<file path="src/design/trailing_moving_average_defines.svh">
// Assertion macros shared by the RTL. Every assertion is clocked on clock.
`ifndef TRAILING_MOVING_AVERAGE_DEFINES_SVH
`define TRAILING_MOVING_AVERAGE_DEFINES_SVH
`ifndef SYNTHESIS
`define TMA_ASSERT(label, prop, msg) \
   label: assert property (@(posedge clock) disable iff (reset) prop) else $error(msg);
`define TMA_ASSERT_ALWAYS(label, prop, msg) \
   label: assert property (@(posedge clock) prop) else $error(msg);
`else
`define TMA_ASSERT(label, prop, msg)
`define TMA_ASSERT_ALWAYS(label, prop, msg)
`endif
`endif

</file>
<file path="src/design/tma_pkg.sv">
`default_nettype none

package tma_pkg;

   localparam int SAMPLE_W           = 32;
   localparam int WINDOW_W           = 9;
   localparam int WINDOW_MAX_DEFAULT = 256;

   localparam logic [WINDOW_W-1:0] WINDOW_RESET = 9'd1;

   typedef enum logic [2:0] {
      ST_IDLE   = 3'b001,
      ST_UPDATE = 3'b010,
      ST_DIVIDE = 3'b100
   } state_type;

   typedef struct packed {
      logic busy;
      logic done;
   } div_status_type;

endpackage

`default_nettype wire

</file>
<file path="src/design/tma_divider.sv">
`default_nettype none

// Signed by unsigned restoring divider, one quotient bit per cycle.
// The quotient is truncated toward zero and stays valid while not busy.
module tma_divider #(
   parameter int DIVIDEND_W = 40,
   parameter int DIVISOR_W  = 9,
   parameter int QUOT_W     = 32
) (
   input  wire logic                         clock,
   input  wire logic                         reset,
   input  wire logic                         start,
   input  wire logic signed [DIVIDEND_W-1:0] dividend,
   input  wire logic [DIVISOR_W-1:0]         divisor,
   output      logic signed [QUOT_W-1:0]     quotient,
   output      tma_pkg::div_status_type      status
);

   import tma_pkg::*;

   localparam int STEP_W = $clog2(DIVIDEND_W + 1);

   logic                  busy_ff, busy_in;
   logic                  done_ff, done_in;
   logic [STEP_W-1:0]     step_ff, step_in;
   logic [DIVISOR_W-1:0]  rem_ff, rem_in;
   logic [DIVIDEND_W-1:0] quo_ff, quo_in;
   logic [DIVISOR_W-1:0]  den_ff, den_in;
   logic                  neg_ff, neg_in;

   logic [DIVISOR_W:0]    trial;
   logic [DIVISOR_W:0]    diff;
   logic                  fits;
   logic [DIVIDEND_W-1:0] magnitude;
   logic [DIVIDEND_W-1:0] signed_quo;

   always_comb begin
      magnitude = dividend[DIVIDEND_W-1] ? (~dividend + DIVIDEND_W'(1)) : dividend;
      trial     = {rem_ff, quo_ff[DIVIDEND_W-1]};
      fits      = (trial >= {1'b0, den_ff});
      diff      = trial - {1'b0, den_ff};

      busy_in = busy_ff;
      done_in = 1'b0;
      step_in = step_ff;
      rem_in  = rem_ff;
      quo_in  = quo_ff;
      den_in  = den_ff;
      neg_in  = neg_ff;

      if (start) begin
         busy_in = 1'b1;
         step_in = STEP_W'(DIVIDEND_W);
         rem_in  = '0;
         quo_in  = magnitude;
         den_in  = divisor;
         neg_in  = dividend[DIVIDEND_W-1];
      end else if (busy_ff) begin
         // The remainder stays below the divisor, so it fits after the subtract.
         rem_in  = fits ? diff[DIVISOR_W-1:0] : trial[DIVISOR_W-1:0];
         quo_in  = {quo_ff[DIVIDEND_W-2:0], fits};
         step_in = step_ff - STEP_W'(1);
         if (step_ff == STEP_W'(1)) begin
            busy_in = 1'b0;
            done_in = 1'b1;
         end
      end
   end

   always_ff @(posedge clock) begin
      if (reset) begin
         busy_ff <= 1'b0;
         done_ff <= 1'b0;
      end else begin
         busy_ff <= busy_in;
         done_ff <= done_in;
      end
      step_ff <= step_in;
      rem_ff  <= rem_in;
      quo_ff  <= quo_in;
      den_ff  <= den_in;
      neg_ff  <= neg_in;
   end

   assign signed_quo  = neg_ff ? (~quo_ff + DIVIDEND_W'(1)) : quo_ff;
   assign quotient    = signed_quo[QUOT_W-1:0];
   assign status.busy = busy_ff;
   assign status.done = done_ff;

endmodule

`default_nettype wire

</file>
<file path="config.mk">
export PLATFORM = sky130hd
export DESIGN_NAME = tma_divider
export DESIGN_NICKNAME = d
export VERILOG_FILES = /design/src/design/trailing_moving_average_defines.svh /design/src/design/tma_pkg.sv /design/src/design/tma_divider.sv
export SDC_FILE = /design/constraint.sdc
export NUM_CORES = 1
export LEC_CHECK = 0
export BUFFER_PORTS_ARGS = -buffer_cell sky130_fd_sc_hd__clkbuf_2
export CAP_MARGIN = 40
export CORE_ASPECT_RATIO = 1.2
export CORE_MARGIN = 10
export CORE_UTILIZATION = 51
export DETAILED_ROUTE_END_ITERATION = 8
export PLACE_DENSITY_LB_ADDON = 0.12
export SYNTH_ARGS = -nofsm -noshare
export SYNTH_HDL_FRONTEND = slang
export SYNTH_SLANG_ARGS = --single-unit
</file>
<file path="constraint.sdc">
create_clock -name clock -period 2.5 [get_ports clock]
set_input_delay 0.375 -clock clock [delete_from_list [all_inputs] [get_ports clock]]
set_output_delay 0.375 -clock clock [all_outputs]
set_load 0.05 [all_outputs]
</file>
==> results.txt, run 1 <==
The flow ran to the end, but the final reports show violations. The checks that failed: setup timing. The detailed-route wire length came out at 13.4 mm.

The DRC violation total after the first TritonRoute iteration is 200. The number of flops mapped to enable cells by yosys came out at 50. Entering global routing, the biggest net connects 46 pins. Traced cell by cell, the critical path runs through or4_4 > nor4_2 > buf_4 > nand4_1 > buf_6 > o31ai_2 > buf_4 > xnor2_2 > buf_12.

The root buffer cell chosen for the clock tree is sky130_fd_sc_hd__clkbuf_8. The number of vias per cell after detailed routing came out at 5.75. The most used flip-flop cell after synthesis is sky130_fd_sc_hd__edfxtp_1. Summing all placed instances gives a cell area of around 6000 sq um.

The maximum vdd ir drop is 381 uV. The sequential fraction of the synthesis area is 0.396. The global-route wire length before repair is 20.7 mm. The number of global-route vias before repair came out at roughly 4300. Subtracting the final worst setup slack from the clock period gives slightly below 3 ns.

The height of the die came out at around 120 um. The final HPWL from detailed placement is ~9.6 mm. The count of cells along the worst register-to-register path is 10. The deepest clock path buffer count came out at 2. The number of buffers created by CTS came out at 9. The sort of element at the end of the critical path is a primary output. The initial antenna violation count is 0. The final layout net count came out at between 700 and 800. The number of fill cells in the layout is about 650. Pin placement for this block handled 86 I/O pins. The first-pass iteration count of the detailed router came out at 5.

The leakage component of the power came out at roughly 2.7 nW. The post-route standard cell area excluding fillers is 6590 sq um. The initialized floorplan defines 38 standard-cell rows.

The worst setup path is of the reg -> out kind. The number of max-slew violations in the final report is 0. The number of clock sinks seen by CTS came out at 67. The clock-pin slew on the worst setup and hold paths came out at roughly 0.07 ns. For this run, the slowest stage of the critical path takes 0.56 ns.

The power density of the placed cells came out at 582 nW/um^2. In the routed design, unresolved DRC markers number 0. The relative area change from synthesis to final layout is 41.6%. The detailed-route via count is approximately 4400.

The final number of setup-violating endpoints came out at 25. Routability-driven placement finished with a final weighted congestion of between 0.9 and 1. The largest individual stage delay along the critical path comes from the cell sky130_fd_sc_hd__or4_4. TritonCTS built the clock tree. The clock tree synthesis step divided the H-tree into 3 levels. STA classifies the critical path startpoint as a flip-flop.

The number of stages on the worst hold path came out at 1. The ratio of final minimum period to clock period is 1.19. The initial utilization of the core area, before any placement, comes to 0.518. The final number of hold-violating endpoints is 0.

Setup repair after global routing could not meet its margin everywhere. The cell depth of the worst setup path came out at 9. The number of storage elements in the synthesis netlist came out at 67.

The post-synthesis net count is 576. The data arrival time of the critical path came out at 2.61 ns. The synthesized area per cell came out at roughly 9.1 sq um. The count of yosys warnings during synthesis came out at 0. Broken down by cell family, the worst path's largest delay share belongs to simple AND/OR/NAND/NOR gates. The endpoint required time on the critical path is 2.12 ns.

Synthesis handed over a netlist of slightly above 500 instances. The final critical-path setup slack is -0.482 ns. Summing every instance area after synthesis gives about 4700 sq um. Leaving out fill and tap cells, the most frequent cell in the layout is sky130_fd_sc_hd__buf_4. The maximum clock rate is 0.335 GHz. The critical-path maximum fanout is 5.

At the pin with the least slew margin, the transition time is about 0.54 ns. The core outline area is around 9000 sq um. Setup total negative slack on the finished layout was measured at -6.19 ns. The worst hold-check path type is in -> reg. In this run the tightest slew margin relative to its limit is 0.641. Clock skew on the completed layout was measured at roughly 0.011 ns. The overall track demand over capacity in global routing came out at 0.187.

Among the stages of the critical path, the cell type that occurs most often is sky130_fd_sc_hd__buf_4. The number of I/O port buffers is between 80 and 90. The horizontal die dimension came out at between 100 and 150 um.

Global routing finished with a remaining overflow of 0. The number of antenna repair diodes is 0. In the final routed layout, each cell accounts on average for between 15 and 20 um.

The top cell types in the final layout, fill and taps aside, are 69 x sky130_fd_sc_hd__buf_4, 60 x sky130_fd_sc_hd__nor2_1, 59 x sky130_fd_sc_hd__clkbuf_2, 50 x sky130_fd_sc_hd__edfxtp_1, 36 x sky130_fd_sc_hd__a21oi_1. The overall die area came out at between 10000 and 15000 sq um. The reported max-cap violation count came out at 0.

The post-route antenna net violation count is 0. In the synthesized netlist the async set-or-reset flop fraction comes to 0. The clock latency reported for the late side of the worst-skew pair is roughly 0.36 ns. The post-route worst hold slack is 0.189 ns. The share of post-route cells with drive strength above 1 is 0.355.

The critical path contains buffers and inverters numbering 4 combined. The netlist uses 51 different library cells. The final standard cell utilization of the core came out at 0.734.
## cell usage after synthesis, drive strengths merged (5+ instances only)
cell type / number / area share
o21ai: 28 / 0.030
buf: 8 / 0.011
nand4: 6 / 0.0081
or3: 13 / 0.017
nor2: 60 / 0.048
dfxtp: 17 / 0.073
ha: 13 / 0.035
clkbuf: 21 / 0.017
a211oi: 5 / 0.0081
inv: 21 / 0.017
a31oi: 8 / 0.011
nand2: 28 / 0.023
or2: 7 / 0.0094
o31ai: 20 / 0.032
mux2i: 5 / 0.011
o41ai: 12 / 0.027
xnor2: 37 / 0.070
a21oi: 36 / 0.039
nand3: 7 / 0.0075
nand2b: 5 / 0.0067
nor3: 11 / 0.012
or4: 10 / 0.018
edfxtp: 50 / 0.32
a211o: 5 / 0.0094
nor4: 11 / 0.015
xor2: 32 / 0.060
## per-stage QoR
| stage | setup WS, ns | power [W] | instances |
|---|---|---|---|
| 6_report | -0.482 | 0.00384 | 774 |
| 5_1_grt | -0.612 | 0.00399 | 774 |
| 4_1_cts | -0.407 | 0.00377 | 768 |
| 3_5_place_dp | -0.214 | 0.00288 | 749 |
| 3_3_place_gp | -0.146 | 0.00286 | 749 |
| 2_1_floorplan | -0.103 | 0.00226 | 510 |
## power breakdown
part	switching, W	internal [W]
Sequential	0.0000847	0.00133
Combinational	0.000871	0.000696
Clock	0.000419	0.000439
Total	0.00137	0.00246
## flip-flops by register name (all words and copies together), names as in the netlist
register / count
busy_ff: 1
neg_ff: 1
den_ff: 9
quo_ff: 40
done_ff: 1
step_ff: 6
rem_ff: 9
## layout make-up
cell class                 count  area, sq um  share of cell area
inverter                      21         78.8              0.0120
tap                          120          150              0.0228
sequential                    67         1840               0.279
multi-input combinational    393         3000               0.454
clock inverter                 2         10.0             0.00152
timing repair buffer         157         1340               0.204
clock buffer                  14          173              0.0262
## routing by layer
layer | up-vias | GRT usage | part of all wire
met4 | 0 | 0.0710 | 0.012
met1 | 2147 | 0.217 | 0.41
li1 | 2171 | - | -
met3 | 13 | 0.0445 | 0.054
met2 | 116 | 0.322 | 0.53
met5 | - | 0 | 0
## cells by family after synthesis
kind of cell / Yosys count / share of synthesized area
AO/OA/AOI/OAI: 131 / 0.187
adder cells (fa/ha/maj): 14 / 0.0392
multiplexers: 6 / 0.0140
XOR/XNOR: 69 / 0.130
buffers and inverters: 50 / 0.0449
flip-flops: 67 / 0.396
AND/OR/NAND/NOR: 173 / 0.190
## final timing paths
check / from / endpoint / slack [ns]
hold / removal: divisor[5] / den_ff[5] / 0.19
hold reg to reg: rem_ff[8] / rem_ff[8] / 0.49
setup reg to reg: quo_ff[39] / rem_ff[5] / 0.16
setup / recovery: quo_ff[5] / quotient[31] / -0.48
## repair_timing
action                                  4_1_cts  5_1_grt
setup buffers                                 3        5
gates resized for setup                      32       38
cloned                                        0        1
endpoints found under the setup margin       27       32
endpoints found under the hold margin         0        0
hold buffers                                  0        0
pin swaps                                     8       18
No activity file was read; power rests on OpenSTA's default activity.
==> inputs of run 2 (changes only) <==
--- a/config.mk
+++ b/config.mk
@@ -9,9 +9,11 @@
 export CAP_MARGIN = 40
 export CORE_ASPECT_RATIO = 1.2
 export CORE_MARGIN = 10
-export CORE_UTILIZATION = 51
+export CORE_UTILIZATION = 57
 export DETAILED_ROUTE_END_ITERATION = 8
 export PLACE_DENSITY_LB_ADDON = 0.12
+export SETUP_SLACK_MARGIN = 0.5
+export SLEW_MARGIN = 20
 export SYNTH_ARGS = -nofsm -noshare
 export SYNTH_HDL_FRONTEND = slang
 export SYNTH_SLANG_ARGS = --single-unit
==> constraint.sdc (replaced) <==
create_clock -name clock -period 3 [get_ports clock]
set_input_delay 0.45 -clock clock [delete_from_list [all_inputs] [get_ports clock]]
set_output_delay 0.45 -clock clock [all_outputs]
set_load 0.05 [all_outputs]
==> run 2 against run 1 <==
  * The run still ends with setup timing left
  * Critical path depth decreased by 1
  * Largest cell class unchanged
  * Global-route usage rose by 2.9 points
  * Critical endpoint unchanged
  * Clock power grew 10%
==> results.txt, run 2 (synthesis gave the netlist of run 1 again) <==
The post-route worst hold slack came out at 0.267 ns (+0.0777 ns). The maximum clock rate is between 0.3 and 0.4 GHz. The number of buffers created by CTS came out at 9 (unchanged). In this run the worst setup path begins at quo_ff[11]. The first-pass iteration count of the detailed router is 5 (unchanged). The core outline area is 8060 sq um (-10%). In this run the critical register-to-register path is launched from quo_ff[39]. The global-route wire length before repair was 21.5 mm (+3.9%). The initial antenna violation count came to 0 (unchanged). The area taken by flip-flops and latches is 1840 sq um (unchanged). The number of max-slew violations in the final report came to 0 (unchanged). The final period demand of the worst path came out at roughly 3.1 ns. STA classifies the critical path startpoint as a flip-flop. The total power is 0.00335 W (-13%).

The reported max-cap violation count is 0 (unchanged). The critical-path maximum fanout is 5 (unchanged). The multi-input combinational cell area is 3090 sq um (+3.3%). The final number of hold-violating endpoints is 0 (unchanged). STA classifies the critical path endpoint as a primary output. The largest incremental delay on the critical path came out at 0.47 ns (-0.09 ns).

The DRC violation count after routing was 0 (unchanged). The cell with the biggest individual delay on the critical path is sky130_fd_sc_hd__edfxtp_1. The number of fill cells in the layout came out at 456 (-30%). The post-cts hold buffer count came out at 0 (unchanged). The largest clock skew in the final design is 0.0137 ns (+0.00321 ns). The initial core utilization is 0.577 (+0.0593). The power density of the placed cells is 522 nW/um^2 (-10%). The routability congestion estimate from global placement is 0.887 (-2.9%). The DRC violation total after the first TritonRoute iteration is 339 (+70%). Traced cell by cell, the critical path runs through or3_4 > nor3_1 > buf_4 > nand4_1 > buf_6 > o31ai_4 > xnor2_4 > buf_8. The checks that failed: setup timing. The maximum vdd ir drop is 345 uV (-9.3%).

The horizontal die dimension is 102 um (-4.4%). The height of the die came out at 119 um (-4.5%). The number of global-route vias before repair came to 4539 (+6.7%). The slew at the pin closest to its max-slew limit was 0.619 ns (+0.0804 ns).

The deepest clock path buffer count is 2 (unchanged). The library cell used most frequently in the layout, excluding fill and tap cells, is sky130_fd_sc_hd__nor2_1. The final HPWL from detailed placement was 9.33 mm (-2.6%). The remaining max-slew budget at the tightest pin came out at 0.587 (-0.0536). In the layout the commonest cells are 59 x sky130_fd_sc_hd__nor2_1, 56 x sky130_fd_sc_hd__clkbuf_2, 50 x sky130_fd_sc_hd__edfxtp_1, 44 x sky130_fd_sc_hd__buf_4, 36 x sky130_fd_sc_hd__a21oi_1.

The leftover overflow at the end of global routing is 0 (unchanged). The worst setup path category is reg -> out. The final layout net count is 691 (-3.4%). The largest registers in the layout are quo_ff: 40 flops, den_ff: 9 flops, rem_ff: 9 flops.

The post-place setup slack is 0.154 ns (+0.369 ns). The final number of setup-violating endpoints is 6 (-76%). The final critical-path setup slack came out at -0.130 ns (+0.352 ns).

The number of vias per cell after detailed routing is 6.33 (+10%). The pin count of the biggest net entering global routing is 64 (+39%). Setup repair after global routing could not meet its margin everywhere.

The clock latency reported for the late side of the worst-skew pair is 0.35 ns (about the same). The TritonCTS clock tree is built. Clock tree synthesis selected as its root buffer the cell sky130_fd_sc_hd__clkbuf_8.

Compared with the post-synthesis result, the final layout area differs by 38.1%. The leakage component of the power is 2.57 nW (-4.2%). The number of clock sinks seen by CTS came out at 67 (unchanged). The clock-pin slew on the worst setup and hold paths came out at 0.08 ns (about the same). The number of antenna repair diodes came out at 0 (unchanged).

The final standard cell utilization of the core came to 0.797 (+0.0637). The detailed-route via count is 4592 (+3.3%). The post-route antenna net violation count is 0 (unchanged). The floorplan row count came out at 36 (-5.3%). In this run the most critical hold path is launched from divisor[6]. More flip-flops sit in one register than any other, and that register is quo_ff. The detailed-route wire length is 14.9 mm (+11%).

The number of I/O port buffers is 85 (unchanged). The number of ports placed on the die boundary came to 86 (unchanged). In the finished design, the share of the clock period the worst path needs comes to 1.04. The flip-flop count of the largest register, all copies and words added is 40 (unchanged). The data arrival time of the critical path is 2.68 ns (+0.07 ns). The flow ran to the end, but the final reports show violations. The overall track demand over capacity in global routing is 0.216 (+0.0287). The number of levels in the clock H-tree was 3 (unchanged).

The share of post-route cells with drive strength above 1 was 0.354 (-0.000772). The post-layout instance count excluding filler cells came out at 725 (-6.3%). The overall die area came out at 12200 sq um (-8.7%). The min-delay analysis places its worst path in the category in -> reg. The placed cell count came out at 683 (-8.8%). The routed length per placed instance came to 20.5 um (+19%). The endpoint required time on the critical path came out at 2.55 ns (+0.43 ns).
==> run 2: worst max-delay path, delay by kind of cell (launching register included) <==
family	cells	cell delay (ns)
and+or+nand+nor	3	0.81
buffers and inverters	3	0.59
DFF	1	0.47
AOI/OAI and AO/OA	1	0.30
xor gates and xnor gates	1	0.16
==> run 2: worst paths after layout <==
kind                                      to  slack, ns  depth (start not counted)
worst min register to register    step_ff[1]       0.50                          2
worst max register to register     rem_ff[3]       0.64                         10
worst min-delay path               den_ff[6]       0.27                          1
worst max-delay path            quotient[31]      -0.13                          8
==> run 2: what timing repair did <==
action,4_1_cts,5_1_grt
gates cloned,0,1
pin swaps,11,15
gates resized for setup,84,49
endpoints found under the setup margin,25,40
buffers inserted,13,12
==> run 2: layout make-up <==
| cell class | instances | area share |
|---|---|---|
| clock buffer | 13 | 0.0348 |
| clock inverter | 3 | 0.00681 |
| inverter | 21 | 0.0123 |
| multi-input combinational | 393 | 0.481 |
| sequential | 67 | 0.287 |
| tap | 95 | 0.0185 |
| timing repair buffer | 133 | 0.160 |
==> run 2: report_power, final <==
part / internal [W] / switching [W] / leakage [nW]
Combinational: 0.000479 / 0.000730 / 1.80
Clock: 0.000586 / 0.000360 / 0.136
Sequential: 0.00110 / 0.0000936 / 0.632
==> run 2: layer usage <==
metal | up-vias | share of wire | GRT usage
li1 | 2122 | - | -
met1 | 2216 | 0.37 | 0.240
met2 | 206 | 0.53 | 0.388
met3 | 48 | 0.061 | 0.0347
met4 | 0 | 0.032 | 0.0963
met5 | - | 0 | 0
==> run 2: metrics by stage <==
step	instance area, sq um	TNS (ns)
finish	6430	-0.371
floorplan	4870	0
CTS	6190	0
global placement	5450	0
detailed placement	5450	0
global route	6430	-0.983
